File: src/rtl/pir_pkg.sv
// Shared types, widths and helpers for the pair impulse resolver.
// Used by every module of the block; no dependencies.
package pir_pkg;

  localparam int VW       = 32;
  localparam int NW       = 16;
  localparam int MW       = 32;
  localparam int EW       = 17;
  localparam int SUMW     = MW + 1;
  localparam int QW       = 16;
  localparam int KW       = 37;
  localparam int GW       = 37;
  localparam int PW       = 39;
  localparam int DIV_STEP = 2;
  localparam int DIV_STG  = QW / DIV_STEP;

  localparam logic [EW-1:0] E_ONE = 17'd65536;

  typedef struct packed {
    logic signed [VW-1:0] vax;
    logic signed [VW-1:0] vay;
    logic signed [VW-1:0] vbx;
    logic signed [VW-1:0] vby;
    logic signed [NW-1:0] nx;
    logic signed [NW-1:0] ny;
    logic                 pin_a;
    logic                 pin_b;
    logic                 applied;
    logic [KW-1:0]        k;
  } carry_t;

  function automatic logic [VW-1:0] sat32(input logic signed [PW+1:0] v);
    logic signed [PW+1:0] hi;
    logic signed [PW+1:0] lo;
    hi = (PW+2)'(33'sh0_7fff_ffff);
    lo = -hi - (PW+2)'(1);
    if (v > hi) begin
      return 32'h7fff_ffff;
    end else if (v < lo) begin
      return 32'h8000_0000;
    end else begin
      return v[VW-1:0];
    end
  endfunction

endpackage

File: src/rtl/pir_div.sv
// Pipelined restoring divider for the mass share floor(mA*2^16/(mA+mB)).
// Two quotient bits per stage; depends on pir_pkg.
module pir_div import pir_pkg::*; (
  input  logic            clk,
  input  logic            rst_n,
  input  logic            en,
  input  logic            i_valid,
  input  carry_t          i_carry,
  input  logic [MW-1:0]   i_ma,
  input  logic [SUMW-1:0] i_sum,
  output logic            o_valid,
  output carry_t          o_carry,
  output logic [QW-1:0]   o_q,
  output logic            o_rem_nz
);

  logic            v_r [DIV_STG];
  carry_t          c_r [DIV_STG];
  logic [SUMW-1:0] r_r [DIV_STG];
  logic [SUMW-1:0] d_r [DIV_STG];
  logic [QW-1:0]   q_r [DIV_STG];

  for (genvar g = 0; g < DIV_STG; g++) begin : g_stg
    logic            v_in;
    carry_t          c_in;
    logic [SUMW-1:0] r_in, d_in, r_nxt;
    logic [QW-1:0]   q_in, q_nxt;
    logic [SUMW:0]   sh;

    if (g == 0) begin : g_head
      assign v_in = i_valid;
      assign c_in = i_carry;
      assign r_in = SUMW'(i_ma);
      assign d_in = i_sum;
      assign q_in = '0;
    end else begin : g_body
      assign v_in = v_r[g-1];
      assign c_in = c_r[g-1];
      assign r_in = r_r[g-1];
      assign d_in = d_r[g-1];
      assign q_in = q_r[g-1];
    end

    always_comb begin
      r_nxt = r_in;
      q_nxt = q_in;
      sh    = '0;
      for (int i = 0; i < DIV_STEP; i++) begin
        sh = {r_nxt, 1'b0};
        if (sh >= {1'b0, d_in}) begin
          sh    = sh - {1'b0, d_in};
          q_nxt = {q_nxt[QW-2:0], 1'b1};
        end else begin
          q_nxt = {q_nxt[QW-2:0], 1'b0};
        end
        r_nxt = sh[SUMW-1:0];
      end
    end

    always_ff @(posedge clk) begin
      if (!rst_n) begin
        v_r[g] <= 1'b0;
      end else if (en) begin
        v_r[g] <= v_in;
      end
    end

    always_ff @(posedge clk) begin
      if (en) begin
        c_r[g] <= c_in;
        r_r[g] <= r_nxt;
        d_r[g] <= d_in;
        q_r[g] <= q_nxt;
      end
    end
  end

  assign o_valid  = v_r[DIV_STG-1];
  assign o_carry  = c_r[DIV_STG-1];
  assign o_q      = q_r[DIV_STG-1];
  assign o_rem_nz = (r_r[DIV_STG-1] != '0);

  a_rem_below_div: assert property (@(posedge clk) disable iff (!rst_n)
    v_r[DIV_STG-1] |-> (r_r[DIV_STG-1] < d_r[DIV_STG-1]))
    else $error("divider remainder not below divisor");

  a_div_nonzero: assert property (@(posedge clk) disable iff (!rst_n)
    v_r[0] |-> (d_r[0] > r_r[0]) && (d_r[0] >= SUMW'(2)))
    else $error("divisor too small at first stage");

endmodule

File: config.mk
export PLATFORM = sky130hd
export DESIGN_NAME = pir_div
export DESIGN_NICKNAME = d
export VERILOG_FILES = /design/src/rtl/pir_pkg.sv /design/src/rtl/pir_div.sv
export SDC_FILE = /design/constraint.sdc
export NUM_CORES = 2
export LEC_CHECK = 0
export CAP_MARGIN = 25
export CORE_MARGIN = 10
export CORE_UTILIZATION = 55
export CTS_BUF_LIST = sky130_fd_sc_hd__clkbuf_4 sky130_fd_sc_hd__clkbuf_8
export CTS_CLUSTER_DIAMETER = 40
export DETAILED_ROUTE_END_ITERATION = 6
export DONT_BUFFER_PORTS = 1
export PLACE_DENSITY = 0.7
export SYNTH_ARGS = -nofsm -noshare
export SYNTH_HDL_FRONTEND = slang
export SYNTH_SLANG_ARGS = --single-unit
File: constraint.sdc
create_clock -name clk -period 7.6 [get_ports clk]
set_input_delay 0.76 -clock clk [delete_from_list [all_inputs] [get_ports clk]]
set_output_delay 0.76 -clock clk [all_outputs]
set_load 0.03 [all_outputs]
* Yosys cells after proc, flatten, opt, wreduce, memory -nomap -nowiden *
Memories as Yosys holds them, arrays and structs flattened.
Cells that the tools add are included.
Widths: inputs -> output; s select.

word-level totals
  bits in registers = 0
  RAM bits = 2264
  memories = 5
  output and inout bits = 218

operators by class
  $lt $le $gt $ge = 16
  reduce and logical (&&, ||, !) cells = 1
  bitwise operators = 8
  add/sub/neg operators = 16
  multiplexer cells = 45

memory list
  name  words  width  read ports  clocked after Yosys merged registers in  write ports  RTL line       source
  c_r   8      200    8           0                                        8            pir_div.sv:18  carry_t c_r [DIV_STG];
  d_r   8      33     7           0                                        8            pir_div.sv:20  logic [SUMW-1:0] d_r [DIV_STG];
  r_r   8      33     8           0                                        8            pir_div.sv:19  logic [SUMW-1:0] r_r [DIV_STG];
  q_r   8      16     8           0                                        8            pir_div.sv:21  logic [QW-1:0] q_r [DIV_STG];
  v_r   8      1      8           0                                        8            pir_div.sv:17  logic v_r [DIV_STG];

operator list
  kind                count
  $mux 33             16
  $sub 33x33->33      16
  $ge 34x33->1        15
  $ge 33x33->1        1
  $reduce_bool 33->1  1
  $mux 1              29
  $or 1x1->1          8

* Logic depth before layout (Yosys ltp) *
An unclocked memory read counts as a cell.

  depth in word-level cells = 5
  mapped depth = 31

* Least setup slack after synthesis *
No wires, ideal clock.

  kind = input to register
  from = in i_sum[4]
  to = mem r_r[0][10] in the netlist's numbering (data pin)
  setup slack = 1012 ps
  required time = 7340 ps
  data arrival time = 6328 ps
  cell stages on the path = 25
  setup time = 260 ps
  path buffers = 2
  cell sequence = inv_1 > ha_1 > or4_1 > o21ai_0 > a21oi_1 > o2111ai_1 > a31oi_1 > a21boi_1 > o311ai_1 > a21oi_4 > clkbuf_1 > mux2_2 > ha_1 > and2_1 > a311o_1 > o31ai_4 > a21boi_1 > o21ai_1 > a31oi_1 > a41o_1 > o21ai_1 > a21boi_1 > a2111oi_4 > buf_6 > mux2_2

RTL lines
  element          RTL line       source
  start, declared  pir_div.sv:10  input logic [SUMW-1:0] i_sum,
  end, declared    pir_div.sv:19

==> results_dict.tcl <==
set metrics [dict create \
    wl_um 194000 \
    hold_viol 0 \
    path_class "flop to flop" \
    fin_ws_ps 304 \
    powerDensity_mw_per_mm2 486 \
    hold_path_class "input pin to flop" \
    synthMuxAreaShare 0.0325 \
    fin_crit_ps 7300 \
    dieArea_sq_mm 0.198 \
    core_area_sq_mm 0.179 \
    dp_cells 9233 \
    grt-ovfl-total 0 \
    cts_buffers 371 \
    cp_num_cells 24 \
    synth_warnings 0 \
    rows 155 \
    worst_pin_slew_ps 1330 \
    clk_pin_slew_ps 60 \
    track_usage 0.190 \
    cap_violations 0 \
    first_pass_iters 5 \
    areaGrowthSynthToFinish_pct 12.2 \
    vias 55700 \
    crit_path_max_incr_delay_ps 510 \
    drt-initial-drc-count 3933 \
    critPathRequiredTime_ps 8300 \
    timing.final.crit_share 0.960 \
    crit_fanout 33 \
    synth_cell_types 99 \
    drc 0 \
    synthXorXnorAreaFrac 0.0396 \
    nets 8284 \
    synthAdderAreaFrac 0.0672 \
    cts_root_buffer "clkbuf_8" \
    grt_pass1_vias 55700 \
    met2_usage 0.338 \
    die_w_um 445 \
    drtAntennaViolNets 0 \
    pre_cts_slack_ps 249 \
    reg2reg_depth 24 \
    crit_path_end_kind "flop" \
    synth_seq_cells 2175 \
    start_util 0.555 \
    crit_buf_inv 2 \
    instances_no_fill 10100 \
    slew_headroom 0.111 \
    crit_path_start_kind "flop" \
    cts_tree "done" \
    slew_viol_final 0 \
    setup_viol 0 \
    rsz0062_at_grt "no" \
    tns_ps 0 \
    busiest_layer "met2" \
    synth_top_family_by_area "compound AO/OA/AOI/OAI gates" \
    status "finished clean" \
    max-clock-path-buffers 4 \
    synth_cells 7048 \
    path_delay_family "compound AO/OA/AOI/OAI gates" \
    ys_async_sr_fraction 0 \
    max_clock_freq_mhz 137 \
    met1_usage 0.221 \
    place.gp.congestion 0.982 \
    vias_per_cell 5.51 \
    hpwl_um 138000 \
    routedWlPerCell_um 19.2 \
    io_pins 487 \
    synth-main-ff-cell "edfxtp_1" \
    synth_edf_count 2174 \
    p_leak_nw 42.7 \
    synth-compound-area-share 0.106 \
    worstPathCellList "inv_1 > fa_1 > a211oi_1 > o21bai_1 > a21oi_1 > o221ai_1 > o211ai_1 > a31oi_1 > a211o_1 > a211oi_4 > buf_12 > mux2_2 > ha_1 > o21ai_0 > a21oi_1 > o41a_1 > a311o_1 > a21o_1 > a2111oi_0 > nor3_1 > a31oi_1 > o21ai_0 > xor2_1 > mux2_2" \
    cp_slowest_cell "a2111oi_0" \
    power_mw 54.1 \
    yosysSeqAreaShare 0.658 \
    avgSynthCellArea_sq_um 14.1 \
    max-vdd-ir-drop_uv 283 \
    io_buffers 0 \
    insertion_delay_ps 1000 \
    clock_sinks 2175 \
    cp.arrival_ps 8000 \
    holdPathStages 2 \
    grt_max_degree 266 \
    use_met3 0.0405 \
    htree_num_levels 5 \
    syn_area_sq_mm 0.0992 \
    grt_pass1_wl_um 301000 \
    die_h_um 445 \
    skew_ps 90.9 \
    antenna_found_initial 8 \
    syn_nets 7845 \
    synth_simple_gate_area_share 0.0608 \
    drive_above_1_share 0.136 \
]
-- logic make-up after synthesis --
family / after synthesis
buffers and inverters: 709
xor gates and xnor gates: 448
muxes: 286
adders and majority gates: 528
and+or+nand+nor: 1263
DFF: 2175
AOI/OAI and AO/OA: 1639
-- layout make-up --
class / count / area (sq um)
fillers: 13200 / 67500
flip-flops and latches: 2175 / 65300
multi-input cells: 4164 / 30500
clock buffers: 474 / 5910
repair buffers: 370 / 3630
well taps: 2355 / 2950
clock inverters: 169 / 1530
inverters: 405 / 1520
diodes: 5 / 12.5
-- cells in the final DEF (no fill, tap or decap), drive strengths merged, types with 295 or more instances in the layout --
cell type / netlist / layout
inv: 404 / 408
edfxtp: 2174 / 2174
clkbuf: 71 / 474
xnor2: 295 / 295
ha: 520 / 520
nor2: 297 / 297
nand2: 383 / 383
o21ai: 377 / 377
a21o: 303 / 303
a21oi: 459 / 459
-- synth_stat cells (17+ instances only) --
cell / n / area [sq um]
o21a_1: 57 / 428
nand4_1: 59 / 369
mux2_2: 266 / 3000
nor2b_1: 48 / 300
a31oi_1: 68 / 425
buf_4: 201 / 1510
nand2_1: 382 / 1430
a21oi_1: 457 / 2290
a21o_1: 303 / 2270
o21ai_0: 367 / 1840
nor4_1: 28 / 175
clkbuf_1: 70 / 263
a211o_1: 17 / 149
and2_1: 29 / 181
a31o_2: 17 / 149
nand2b_1: 63 / 394
nand3_1: 112 / 561
buf_2: 23 / 115
a211oi_1: 37 / 278
ha_1: 520 / 6510
nor2_1: 297 / 1110
edfxtp_1: 2174 / 65300
nor3_1: 88 / 440
and3_1: 80 / 500
xor2_1: 153 / 1340
o21bai_1: 78 / 586
inv_1: 399 / 1500
or2_2: 18 / 113
o31ai_1: 34 / 255
xnor2_1: 295 / 2580
or3_1: 18 / 113
o211ai_1: 29 / 218
-- registers in the layout, summed over array words and instances, names as in the netlist --
name,count
c_r,1600
d_r,231
q_r,72
r_r,264
v_r,8
-- report_power, final --
group	internal (mW)	switching, mW
registers	16.0	0.858
clock network	5.98	4.38
logic	12.2	14.6
total	34.2	19.9
-- layer usage --
layer,vias to the layer above,share of wire
li1,27400,-
met1,26400,0.40
met2,1398,0.51
met3,455,0.047
met4,6,0.043
met5,-,0.00018
-- metrics by stage --
step / hold slack (ps) / instance area (sq um) / util
final: 152 / 111000 / 0.623
after global routing: 75.9 / 111000 / 0.623
after CTS: 15.5 / 111000 / 0.622
after detailed placement: 405 / 101000 / 0.568
after global placement: 400 / 101000 / 0.568
after floorplan: 400 / 99200 / -
-- final timing paths --
path	from	endpoint	slack [ps]
worst max-delay path	d_r[4][0]	r_r[1][53]	300
worst min-delay path	i_ma[5]	r_r[0][7]	150
worst min register to register	c_r[0][21]	c_r[0][221]	350
worst max register to register	d_r[4][0]	r_r[1][53]	300
-- timing repair --
item | 4_1_cts | 5_1_grt
setup endpoints to repair | 0 | 27
hold buffers | 236 | 0
endpoints found under the hold margin | 263 | 0
resized for setup | 0 | 3
buffers inserted | 0 | 0
(Power assumes the default switching activity.)
